$ cat config.mk
export PLATFORM = sky130hd
export DESIGN_NAME = curve_node_interpolator_top_flat
export DESIGN_NICKNAME = d
export VERILOG_FILES = /design/src/design/cni_pkg.sv /design/src/design/cni_if.sv /design/src/design/cni_ctrl.sv /design/src/design/cni_datapath.sv /design/src/design/curve_node_interpolator_top.sv /design/src/flat_wrapper.sv
export SDC_FILE = /design/constraint.sdc
export NUM_CORES = 2
export LEC_CHECK = 0
export ABC_AREA = 1
export BUFFER_PORTS_ARGS = -buffer_cell sky130_fd_sc_hd__buf_2
export CAP_MARGIN = 10
export CORE_MARGIN = 10
export CORE_UTILIZATION = 64
export DETAILED_ROUTE_END_ITERATION = 6
export GPL_TIMING_DRIVEN = 0
export HOLD_SLACK_MARGIN = 0.15
export PLACE_DENSITY = 0.8
export SYNTH_ARGS = -nofsm -noshare
export SYNTH_HDL_FRONTEND = slang
export SYNTH_SLANG_ARGS = --single-unit
$ cat constraint.sdc
create_clock -name clk_i -period 10.15 [get_ports clk_i]
set_clock_uncertainty 0.1 [all_clocks]
set_input_delay 0.5075 -clock clk_i [delete_from_list [all_inputs] [get_ports clk_i]]
set_output_delay 0.5075 -clock clk_i [all_outputs]
set_load 0.005 [all_outputs]
$ cat src/design/cni_pkg.sv
`timescale 1ns / 1ps
// ----------------------------------------------------------------------------
// cni_pkg
// Shared types and constants for the curve node interpolator.
// ----------------------------------------------------------------------------
`default_nettype none
package cni_pkg;

  localparam int MaxNodes = 32;
  localparam int IdxW = $clog2(MaxNodes);
  localparam int CntW = $clog2(MaxNodes + 1);
  localparam int CfgW = 16;
  localparam int CfgIdxW = 2;

  localparam logic [CfgIdxW-1:0] CfgSettle = 2'd0;
  localparam logic [CfgIdxW-1:0] CfgBetween = 2'd1;
  localparam logic [CfgIdxW-1:0] CfgOutside = 2'd2;

  localparam logic OpWrite = 1'b0;
  localparam logic OpQuery = 1'b1;

  localparam logic [1:0] StOk = 2'd0;
  localparam logic [1:0] StEmpty = 2'd1;
  localparam logic [1:0] StEarly = 2'd2;
  localparam logic [1:0] StFull = 2'd3;

  typedef enum logic [3:0] {
    S_IDLE, S_SCAN, S_SCAN_WAIT, S_DECIDE, S_SHIFT, S_SHIFT_WAIT, S_INSERT,
    S_RD_A, S_RD_B, S_RD_WAIT, S_MUL, S_DIV, S_FINISH, S_OUT
  } state_e;

  // controller to datapath
  typedef struct packed {
    logic load_item;
    logic rd_scan;
    logic scan_step;
    logic shift_rd;
    logic shift_wr;
    logic ins_wr;
    logic ovr_wr;
    logic cnt_inc;
    logic rd_a;
    logic rd_b;
    logic cap_a;
    logic cap_b;
    logic mul;
    logic div_start;
    logic div_step;
    logic set_res_lin;
    logic set_res_val;
    logic [1:0] status;
    logic res_zero;
    logic out_load;
  } ctrl_t;

  // datapath to controller
  typedef struct packed {
    logic is_query;
    logic scan_done;
    logic exact;
    logic empty;
    logic full;
    logic early;
    logic single;
    logic at_end;
    logic at_start;
    logic shift_done;
    logic div_done;
  } stat_t;

endpackage
`default_nettype wire

$ cat src/design/cni_if.sv
`timescale 1ns / 1ps
// ----------------------------------------------------------------------------
// cni_in_if / cni_out_if
// Valid/ready channels carrying input items and result items.
// ----------------------------------------------------------------------------
`default_nettype none
interface cni_in_if;
  logic valid;
  logic ready;
  logic opcode;
  logic [15:0] day_number;
  logic signed [31:0] node_value;
  modport source (output valid, opcode, day_number, node_value, input ready);
  modport sink (input valid, opcode, day_number, node_value, output ready);
endinterface

interface cni_out_if;
  logic valid;
  logic ready;
  logic signed [31:0] curve_value;
  logic [1:0] status;
  logic saturated;
  modport source (output valid, curve_value, status, saturated, input ready);
  modport sink (input valid, curve_value, status, saturated, output ready);
endinterface
`default_nettype wire

$ cat src/design/cni_ctrl.sv
`timescale 1ns / 1ps
// ----------------------------------------------------------------------------
// cni_ctrl
// Sequencer for table search, insert shift and interpolation division.
// ----------------------------------------------------------------------------
`default_nettype none
module cni_ctrl
  import cni_pkg::*;
(
  input  wire logic  clk_i,
  input  wire logic  rst_ni,
  input  wire logic  in_valid_i,
  output logic       in_ready_o,
  input  wire logic  out_free_i,
  input  wire logic  between_i,
  input  wire logic  outside_i,
  input  wire stat_t stat_i,
  output ctrl_t      ctrl_o
);

  state_e state_q, state_d;

  // state register
  always_ff @(posedge clk_i or negedge rst_ni) begin
    if (!rst_ni) begin
      state_q <= S_IDLE;
    end else begin
      state_q <= state_d;
    end
  end

  // next state and commands
  always_comb begin
    state_d = state_q;
    ctrl_o = '0;
    in_ready_o = 1'b0;
    unique case (state_q)
      S_IDLE: begin
        in_ready_o = 1'b1;
        if (in_valid_i) begin
          ctrl_o.load_item = 1'b1;
          state_d = S_SCAN;
        end
      end
      S_SCAN: begin
        if (stat_i.scan_done) begin
          state_d = S_DECIDE;
        end else begin
          ctrl_o.rd_scan = 1'b1;
          state_d = S_SCAN_WAIT;
        end
      end
      S_SCAN_WAIT: begin
        ctrl_o.scan_step = 1'b1;
        state_d = S_SCAN;
      end
      S_DECIDE: begin
        if (!stat_i.is_query) begin
          if (stat_i.exact) begin
            ctrl_o.ovr_wr = 1'b1;
            ctrl_o.res_zero = 1'b1;
            ctrl_o.status = StOk;
            state_d = S_OUT;
          end else if (stat_i.full) begin
            ctrl_o.res_zero = 1'b1;
            ctrl_o.status = StFull;
            state_d = S_OUT;
          end else begin
            state_d = S_SHIFT;
          end
        end else if (stat_i.empty) begin
          ctrl_o.res_zero = 1'b1;
          ctrl_o.status = StEmpty;
          state_d = S_OUT;
        end else if (stat_i.early) begin
          ctrl_o.res_zero = 1'b1;
          ctrl_o.status = StEarly;
          state_d = S_OUT;
        end else begin
          ctrl_o.status = StOk;
          ctrl_o.rd_a = 1'b1;
          state_d = S_RD_A;
        end
      end
      S_SHIFT: begin
        if (stat_i.shift_done) begin
          state_d = S_INSERT;
        end else begin
          ctrl_o.shift_rd = 1'b1;
          state_d = S_SHIFT_WAIT;
        end
      end
      S_SHIFT_WAIT: begin
        ctrl_o.shift_wr = 1'b1;
        state_d = S_SHIFT;
      end
      S_INSERT: begin
        ctrl_o.ins_wr = 1'b1;
        ctrl_o.cnt_inc = 1'b1;
        ctrl_o.res_zero = 1'b1;
        ctrl_o.status = StOk;
        state_d = S_OUT;
      end
      S_RD_A: begin
        ctrl_o.cap_a = 1'b1;
        ctrl_o.rd_b = 1'b1;
        state_d = S_RD_B;
      end
      S_RD_B: begin
        ctrl_o.cap_b = 1'b1;
        state_d = S_RD_WAIT;
      end
      S_RD_WAIT: begin
        // choose between stored value and linear result
        if (stat_i.single || (stat_i.exact && !stat_i.at_end)) begin
          ctrl_o.set_res_val = 1'b1;
          state_d = S_OUT;
        end else if ((stat_i.at_end || stat_i.at_start) ? outside_i : between_i) begin
          ctrl_o.mul = 1'b1;
          state_d = S_MUL;
        end else begin
          ctrl_o.set_res_val = 1'b1;
          state_d = S_OUT;
        end
      end
      S_MUL: begin
        ctrl_o.div_start = 1'b1;
        state_d = S_DIV;
      end
      S_DIV: begin
        if (stat_i.div_done) begin
          state_d = S_FINISH;
        end else begin
          ctrl_o.div_step = 1'b1;
        end
      end
      S_FINISH: begin
        ctrl_o.set_res_lin = 1'b1;
        state_d = S_OUT;
      end
      S_OUT: begin
        if (out_free_i) begin
          ctrl_o.out_load = 1'b1;
          state_d = S_IDLE;
        end
      end
      default: state_d = S_IDLE;
    endcase
  end

endmodule
`default_nettype wire

$ cat src/design/cni_datapath.sv
`timescale 1ns / 1ps
// ----------------------------------------------------------------------------
// cni_datapath
// Node memories, search index, multiplier and restoring divider.
// ----------------------------------------------------------------------------
`default_nettype none
module cni_datapath
  import cni_pkg::*;
(
  input  wire logic               clk_i,
  input  wire logic               rst_ni,
  input  wire ctrl_t              ctrl_i,
  output stat_t                   stat_o,
  input  wire logic               opcode_i,
  input  wire logic [15:0]        day_i,
  input  wire logic signed [31:0] value_i,
  input  wire logic [15:0]        settle_i,
  output logic signed [31:0]      res_o,
  output logic [1:0]              status_o,
  output logic                    sat_o
);

  localparam int ProdW = 50;  // 17 x 33 signed
  localparam int DivCntW = 6;

  logic [15:0] day_mem [MaxNodes];
  logic [31:0] val_mem [MaxNodes];

  logic [CntW-1:0] cnt_q;
  logic [CntW-1:0] idx_q;
  logic [CntW-1:0] sh_q;
  logic            op_q;
  logic [15:0]     day_q;
  logic [31:0]     wval_q;
  logic [15:0]     rd_day_q;
  logic [31:0]     rd_val_q;
  logic            found_q;
  logic            exact_q;
  logic [15:0]     da_q, db_q;
  logic signed [31:0] va_q, vb_q;
  logic signed [ProdW-1:0] prod_q;
  logic [ProdW-1:0] rem_q;
  logic [ProdW-1:0] quo_q;
  logic [16:0]     den_q;
  logic            neg_q;
  logic [DivCntW-1:0] dcnt_q;
  logic [1:0]      status_q;
  logic signed [31:0] res_q;
  logic            sat_q;

  logic [IdxW-1:0] rd_addr;
  logic [CntW-1:0] a_idx, b_idx;

  // pair selection for the query
  always_comb begin
    if (idx_q >= cnt_q) begin
      a_idx = cnt_q - CntW'(2);
      b_idx = cnt_q - CntW'(1);
    end else if (idx_q == '0) begin
      a_idx = '0;
      b_idx = CntW'(1);
    end else begin
      a_idx = idx_q - CntW'(1);
      b_idx = idx_q;
    end
  end

  // memory read address
  always_comb begin
    rd_addr = idx_q[IdxW-1:0];
    if (ctrl_i.shift_rd) begin
      rd_addr = IdxW'(sh_q - CntW'(1));
    end else if (ctrl_i.rd_a) begin
      rd_addr = a_idx[IdxW-1:0];
    end else if (ctrl_i.rd_b) begin
      rd_addr = b_idx[IdxW-1:0];
    end
  end

  // node memories
  always_ff @(posedge clk_i) begin
    if (ctrl_i.rd_scan || ctrl_i.shift_rd || ctrl_i.rd_a || ctrl_i.rd_b) begin
      rd_day_q <= day_mem[rd_addr];
      rd_val_q <= val_mem[rd_addr];
    end
    if (ctrl_i.shift_wr) begin
      day_mem[sh_q[IdxW-1:0]] <= rd_day_q;
      val_mem[sh_q[IdxW-1:0]] <= rd_val_q;
    end else if (ctrl_i.ins_wr) begin
      day_mem[idx_q[IdxW-1:0]] <= day_q;
      val_mem[idx_q[IdxW-1:0]] <= wval_q;
    end else if (ctrl_i.ovr_wr) begin
      val_mem[idx_q[IdxW-1:0]] <= wval_q;
    end
  end

  // control registers
  always_ff @(posedge clk_i or negedge rst_ni) begin
    if (!rst_ni) begin
      cnt_q <= '0;
      idx_q <= '0;
      sh_q <= '0;
      found_q <= 1'b0;
      exact_q <= 1'b0;
      dcnt_q <= '0;
    end else begin
      if (ctrl_i.load_item) begin
        idx_q <= '0;
        sh_q <= cnt_q;
        found_q <= 1'b0;
        exact_q <= 1'b0;
      end else if (ctrl_i.scan_step) begin
        if (rd_day_q >= day_q) begin
          found_q <= 1'b1;
          exact_q <= (rd_day_q == day_q);
        end else begin
          idx_q <= idx_q + CntW'(1);
        end
      end else if (ctrl_i.shift_wr) begin
        sh_q <= sh_q - CntW'(1);
      end
      if (ctrl_i.cnt_inc) begin
        cnt_q <= cnt_q + CntW'(1);
      end
      if (ctrl_i.div_start) begin
        dcnt_q <= DivCntW'(ProdW);
      end else if (ctrl_i.div_step) begin
        dcnt_q <= dcnt_q - DivCntW'(1);
      end
    end
  end

  logic [16:0]       tmin;
  logic signed [32:0] vdiff;
  logic [ProdW:0]    trial;
  logic [ProdW-1:0]  rem_sh;
  logic signed [33:0] lin;
  logic [ProdW-1:0]  qr;

  assign tmin = {1'b0, day_q} - {1'b0, da_q};
  assign vdiff = 33'(vb_q) - 33'(va_q);
  assign rem_sh = {rem_q[ProdW-2:0], quo_q[ProdW-1]};
  assign trial = {1'b0, rem_sh} - (ProdW + 1)'(den_q);

  // quotient rounding: half the divisor added up front
  always_comb begin
    qr = quo_q;
    if (neg_q) begin
      lin = 34'(va_q) - 34'(signed'({1'b0, qr}));
    end else begin
      lin = 34'(va_q) + 34'(signed'({1'b0, qr}));
    end
  end

  // payload registers
  always_ff @(posedge clk_i) begin
    if (ctrl_i.load_item) begin
      op_q <= opcode_i;
      day_q <= day_i;
      wval_q <= value_i;
    end
    if (ctrl_i.cap_a) begin
      da_q <= rd_day_q;
      va_q <= rd_val_q;
    end
    if (ctrl_i.cap_b) begin
      db_q <= rd_day_q;
      vb_q <= rd_val_q;
    end
    if (ctrl_i.mul) begin
      prod_q <= ProdW'(signed'(tmin) * vdiff);
      den_q <= {1'b0, db_q} - {1'b0, da_q};
    end
    if (ctrl_i.div_start) begin
      neg_q <= prod_q[ProdW-1];
      rem_q <= '0;
      quo_q <= (prod_q[ProdW-1] ? ProdW'(-prod_q) : ProdW'(prod_q))
               + ProdW'(den_q[16:1]);
    end else if (ctrl_i.div_step) begin
      if (!trial[ProdW]) begin
        rem_q <= trial[ProdW-1:0];
        quo_q <= {quo_q[ProdW-2:0], 1'b1};
      end else begin
        rem_q <= rem_sh;
        quo_q <= {quo_q[ProdW-2:0], 1'b0};
      end
    end
    if (ctrl_i.res_zero) begin
      res_q <= '0;
      sat_q <= 1'b0;
    end else if (ctrl_i.set_res_val) begin
      // first node sits in the a slot, every other answer in the b slot
      res_q <= (idx_q == '0) ? va_q : vb_q;
      sat_q <= 1'b0;
    end else if (ctrl_i.set_res_lin) begin
      // a quotient of 2^32 or more is out of range whatever the base value
      if (|quo_q[ProdW-1:32] || (lin > 34'sh07fffffff)) begin
        res_q <= neg_q ? 32'h8000_0000 : 32'h7fff_ffff;
        sat_q <= 1'b1;
      end else if (lin < -34'sh080000000) begin
        res_q <= 32'h8000_0000;
        sat_q <= 1'b1;
      end else begin
        res_q <= lin[31:0];
        sat_q <= 1'b0;
      end
    end
    if (ctrl_i.res_zero || ctrl_i.rd_a) begin
      status_q <= ctrl_i.status;
    end
  end

  // status back to the controller
  always_comb begin
    stat_o = '0;
    stat_o.is_query = (op_q == OpQuery);
    stat_o.scan_done = found_q || (idx_q >= cnt_q);
    stat_o.exact = exact_q;
    stat_o.empty = (cnt_q == '0);
    stat_o.full = (cnt_q >= CntW'(MaxNodes));
    stat_o.early = (day_q < settle_i);
    stat_o.single = (cnt_q == CntW'(1));
    stat_o.at_end = (idx_q >= cnt_q);
    stat_o.at_start = (idx_q == '0) && !exact_q;
    stat_o.shift_done = (sh_q <= idx_q);
    stat_o.div_done = (dcnt_q == '0);
  end

  assign res_o = res_q;
  assign status_o = status_q;
  assign sat_o = sat_q;

endmodule
`default_nettype wire

$ cat src/design/curve_node_interpolator_top.sv
`timescale 1ns / 1ps
// ----------------------------------------------------------------------------
// curve_node_interpolator_top
// Sorted curve node table with step/linear interpolation and extrapolation.
// ----------------------------------------------------------------------------
// operation: a write runs the search loop and, for a new day, the shift loop
//   through the single-port node memory; a linear query runs the search loop
//   and then the 50-step restoring divider
// throughput: one item at a time; the next item is taken once the result
//   is in the output register
// reset: node count and control/config registers cleared; memory and data undefined
`default_nettype none
module curve_node_interpolator_top
  import cni_pkg::*;
(
  input  wire logic               clk_i,
  input  wire logic               rst_ni,
  cni_in_if.sink                  in_if,
  cni_out_if.source               out_if,
  input  wire logic               cfg_we_i,
  input  wire logic [CfgIdxW-1:0] cfg_idx_i,
  input  wire logic [CfgW-1:0]    cfg_data_i
);

  logic [15:0] settle_q;
  logic        between_q;
  logic        outside_q;
  logic        ovalid_q;
  logic signed [31:0] oval_q;
  logic [1:0]  ostat_q;
  logic        osat_q;
  ctrl_t       ctrl;
  stat_t       stat;
  logic        in_ready;
  logic signed [31:0] res;
  logic [1:0]  res_status;
  logic        res_sat;
  logic        out_free;

  // configuration registers
  always_ff @(posedge clk_i or negedge rst_ni) begin
    if (!rst_ni) begin
      settle_q <= '0;
      between_q <= 1'b0;
      outside_q <= 1'b0;
    end else if (cfg_we_i) begin
      unique case (cfg_idx_i)
        CfgSettle:  settle_q <= cfg_data_i;
        CfgBetween: between_q <= cfg_data_i[0];
        CfgOutside: outside_q <= cfg_data_i[0];
        default: ;
      endcase
    end
  end

  assign out_free = !ovalid_q || out_if.ready;
  assign in_if.ready = in_ready;

  cni_ctrl u_ctrl (
    .clk_i      (clk_i),
    .rst_ni     (rst_ni),
    .in_valid_i (in_if.valid),
    .in_ready_o (in_ready),
    .out_free_i (out_free),
    .between_i  (between_q),
    .outside_i  (outside_q),
    .stat_i     (stat),
    .ctrl_o     (ctrl)
  );

  cni_datapath u_dp (
    .clk_i    (clk_i),
    .rst_ni   (rst_ni),
    .ctrl_i   (ctrl),
    .stat_o   (stat),
    .opcode_i (in_if.opcode),
    .day_i    (in_if.day_number),
    .value_i  (in_if.node_value),
    .settle_i (settle_q),
    .res_o    (res),
    .status_o (res_status),
    .sat_o    (res_sat)
  );

  // output register
  always_ff @(posedge clk_i or negedge rst_ni) begin
    if (!rst_ni) begin
      ovalid_q <= 1'b0;
    end else if (ctrl.out_load) begin
      ovalid_q <= 1'b1;
    end else if (out_if.ready) begin
      ovalid_q <= 1'b0;
    end
  end

  always_ff @(posedge clk_i) begin
    if (ctrl.out_load) begin
      oval_q <= res;
      ostat_q <= res_status;
      osat_q <= res_sat;
    end
  end

  assign out_if.valid = ovalid_q;
  assign out_if.curve_value = oval_q;
  assign out_if.status = ostat_q;
  assign out_if.saturated = osat_q;

endmodule
`default_nettype wire

$ cat src/flat_wrapper.sv
// flat-port wrapper written by rule: the top's interface ports become plain ports
module curve_node_interpolator_top_flat import cni_pkg::*;
  (clk_i, rst_ni, cfg_we_i, cfg_idx_i, cfg_data_i, in_if_valid, in_if_opcode, in_if_day_number, in_if_node_value, in_if_ready, out_if_valid, out_if_curve_value, out_if_status, out_if_saturated, out_if_ready);
  cni_in_if in_if_i ();
  cni_out_if out_if_i ();
  input  wire logic clk_i;
  input  wire logic rst_ni;
  input  wire logic cfg_we_i;
  input  wire logic [CfgIdxW-1:0] cfg_idx_i;
  input  wire logic [CfgW-1:0] cfg_data_i;
  input wire logic [$bits(in_if_i.valid)-1:0] in_if_valid;
  input wire logic [$bits(in_if_i.opcode)-1:0] in_if_opcode;
  input wire logic [$bits(in_if_i.day_number)-1:0] in_if_day_number;
  input wire logic [$bits(in_if_i.node_value)-1:0] in_if_node_value;
  output wire logic [$bits(in_if_i.ready)-1:0] in_if_ready;
  output wire logic [$bits(out_if_i.valid)-1:0] out_if_valid;
  output wire logic [$bits(out_if_i.curve_value)-1:0] out_if_curve_value;
  output wire logic [$bits(out_if_i.status)-1:0] out_if_status;
  output wire logic [$bits(out_if_i.saturated)-1:0] out_if_saturated;
  input wire logic [$bits(out_if_i.ready)-1:0] out_if_ready;
  assign in_if_i.valid = in_if_valid;
  assign in_if_i.opcode = in_if_opcode;
  assign in_if_i.day_number = in_if_day_number;
  assign in_if_i.node_value = in_if_node_value;
  assign in_if_ready = in_if_i.ready;
  assign out_if_valid = out_if_i.valid;
  assign out_if_curve_value = out_if_i.curve_value;
  assign out_if_status = out_if_i.status;
  assign out_if_saturated = out_if_i.saturated;
  assign out_if_i.ready = out_if_ready;
  curve_node_interpolator_top u_core (.clk_i(clk_i), .rst_ni(rst_ni), .in_if(in_if_i), .out_if(out_if_i), .cfg_we_i(cfg_we_i), .cfg_idx_i(cfg_idx_i), .cfg_data_i(cfg_data_i));
endmodule
==> out/results.ini <==
[status]
status=finished clean

[setup_path]
cp-start-kind=flop
critical-path-max-stage-delay_ns=0.64
cp-end-kind=flop
cp_data_required_time_ns=10.66
crit_family=adder cells
cp_max_fo=10
path_depth=29
cpMostUsedCell=fa_1
critPathSlowestCell=nand2_1
critPathBufInv=7
crit_start=u_core.u_dp.day_q[10]
reg2reg_depth=29
crit_type=flop to flop
cp.arrival_ns=10.21
r2r-start=u_core.u_dp.day_q[10]

[detailed_routing]
drc_errors=0
drtIter0Drc=12000
drt-total-wl_microns=377000
wl_per_cell_microns=24.7
antenna_left=0
vias=92800
viasPerCell=6.08
firstDrtPassIters=7

[global_routing]
grt_pass1_vias=90300
overflow=0
antenna_found_initial=19
grt_use_total_pct=37.2
grt_max_degree=50
grt_first_pass_wirelength_microns=555000

[finish]
fin_area_sq_um=129000
multi_input_area_sq_um=47600
drive_gt1_share_pct=7.94
seq_area_sq_um=59400
syn_to_final_growth_pct=11.3
utilization_pct=71.6
nets=13600
nFillCells=12900

[clock_tree]
htree_levels=4
cts_max_path_buffers=3
clk_latency_ns=0.89
cts_num_sinks=2015
cts_root_buffer=clkbuf_16
cts_made_buffers=200
cts_tree=yes
path_clk_slew_ns=0.07

[yosys]
yosys_warnings=0
synth_common_cells=nand2_1 (2685), inv_1 (1914), edfxtp_1 (1884), nand3_1 (1815), nor2_1 (824)
synthTopCellsByArea=edfxtp_1 (49%), fa_1 (9.3%), nand2_1 (8.7%)
muxShareOfSynthArea_pct=0.310
synth_top_family_by_area=simple AND/OR/NAND/NOR gates
synth_compound_area_share_pct=3.99
syn_inst=12200
synth_edf_count=1884
synth_cell_types=70
synth_fa_ha_area_share_pct=12.6
postSynth.asyncResetShare_pct=2.43
synth_ff_type=edfxtp_1
yosys.area_share.simple_pct=21.5
synth-xor-area-share_pct=2.05
synth-seq-cells=2015
syn-num-nets=13100
yosysTopAreaCell=edfxtp_1
netlist_area_sq_um=116000
synth_most_common_cell=nand2_1
syn_area_per_cell_sq_um=9.52
synth_top_area_share_pct=48.6
ys_seq_area_share_pct=51.1

[timing]
report.final.slew_viol_count=0
max_freq_ghz=0.103
tightest_slew_ns=1.44
relSlewSlack_pct=3.08
hold_ws_ns=0.240
hold_viol=0
period_needed_ns=9.71
final.period_utilization_pct=95.6
setup_viol=0
grt_setup_unrepaired=no
tns_ns=0

[placed_design]
io_buffers=108
placed_area_sq_um=122000
hpwlAfterDp_microns=283000
gp_congestion=1.05

[worst_hold_path]
hold_path_class=primary input to flop
min_from=in_if_node_value[6]
hold_depth=2

[floorplanning]
start_util_pct=64.4
core_area_sq_um=181000
io_pins=109
die_x_microns=446
dieArea_sq_um=199000
rows=156
die_y_microns=446

[run]
maxCapViolCount=0

[registers in the layout, indices dropped and copies added (netlist names), 16 cells and up]
signal and cells:
u_core.out_if.curve_value 32, u_core.settle_q 16, u_core.u_dp.da_q 16, u_core.u_dp.day_mem 512
u_core.u_dp.day_q 16, u_core.u_dp.db_q 16, u_core.u_dp.den_q 17, u_core.u_dp.prod_q 50
u_core.u_dp.qr 50, u_core.u_dp.rd_day_q 16, u_core.u_dp.rd_val_q 32, u_core.u_dp.rem_q 49
u_core.u_dp.res_o 32, u_core.u_dp.va_q 32, u_core.u_dp.val_mem 1024, u_core.u_dp.vb_q 32
u_core.u_dp.wval_q 32
[timing repair]
| item | in CTS | in global routing |
|---|---|---|
| hold buffers | 73 | 1 |
| resized for setup | 0 | 18 |
| buffers inserted | 0 | 2 |
| hold endpoints to repair | 120 | 12 |
| setup endpoints to repair | 0 | 14 |
[metal layers]
layer	global-route usage [%]	vias up	wire [microns]
met5	0	-	121
met4	27.3	12	33600
met3	8.44	1461	40400
met2	59.1	6118	173000
met1	44.7	44200	130000
li1	-	41000	-
[metrics by stage]
stage,worst slack [ns],std cells
global route,0.0862,15200
CTS,0.0298,15200
detailed placement,0.182,14800
global placement,-0.139,14700
floorplan,2.29,12200
finish,0.442,15200
[cell usage in the layout (no fill, tap or decap), types with 32 or more instances in the layout]
cell type / count
nand3b_1: 205
dlygate4sd3_1: 74
nor2_4: 40
edfxtp_1: 1884
inv_1: 1912
xnor2_1: 90
mux2_2: 32
nor2_1: 765
fa_1: 542
nand3_1: 1815
clkbuf_16: 202
xor2_1: 172
dfrtp_1: 49
clkinv_1: 40
buf_2: 399
dfxtp_1: 82
nand4_1: 45
ha_1: 304
clkinv_2: 38
buf_12: 38
nor3_1: 58
clkbuf_1: 274
a21oi_1: 314
o21ai_0: 291
nand2_1: 2685
nor2_2: 32
[path summary, 6_finish.rpt]
path	end	slack (ns)
hold reg to reg	u_core.out_if.status[1]	0.32
hold / removal	u_core.u_dp.wval_q[6]	0.24
setup reg to reg	u_core.u_dp.prod_q[46]	0.44
max in group asynchronous	u_core.settle_q[11]	8.84
setup / recovery	u_core.u_dp.prod_q[46]	0.44
min in group asynchronous	u_core.u_dp.sh_q[3]	0.58
[cell families after synthesis]
| group | after synthesis |
|---|---|
| and+or+nand+nor | 5718 |
| buffers and inverters | 2505 |
| DFF | 2015 |
| adders and majority gates | 846 |
| AOI/OAI and AO/OA | 827 |
| xor gates and xnor gates | 272 |
| muxes | 32 |
[cell type report]
type | instances | area share (%)
Tap cell | 2370 | 2.29
Antenna cell | 21 | 0.0406
Sequential cell | 2015 | 45.9
Clock inverter | 119 | 1.03
Clock buffer | 251 | 4.09
Buffer | 558 | 1.97
Timing Repair Buffer | 271 | 2.23
Inverter | 1946 | 5.65
Multi-Input combinational cell | 7695 | 36.8
Power is not shown: default switching activity piles up to over one toggle a cycle in this logic, so the estimate is an artifact.
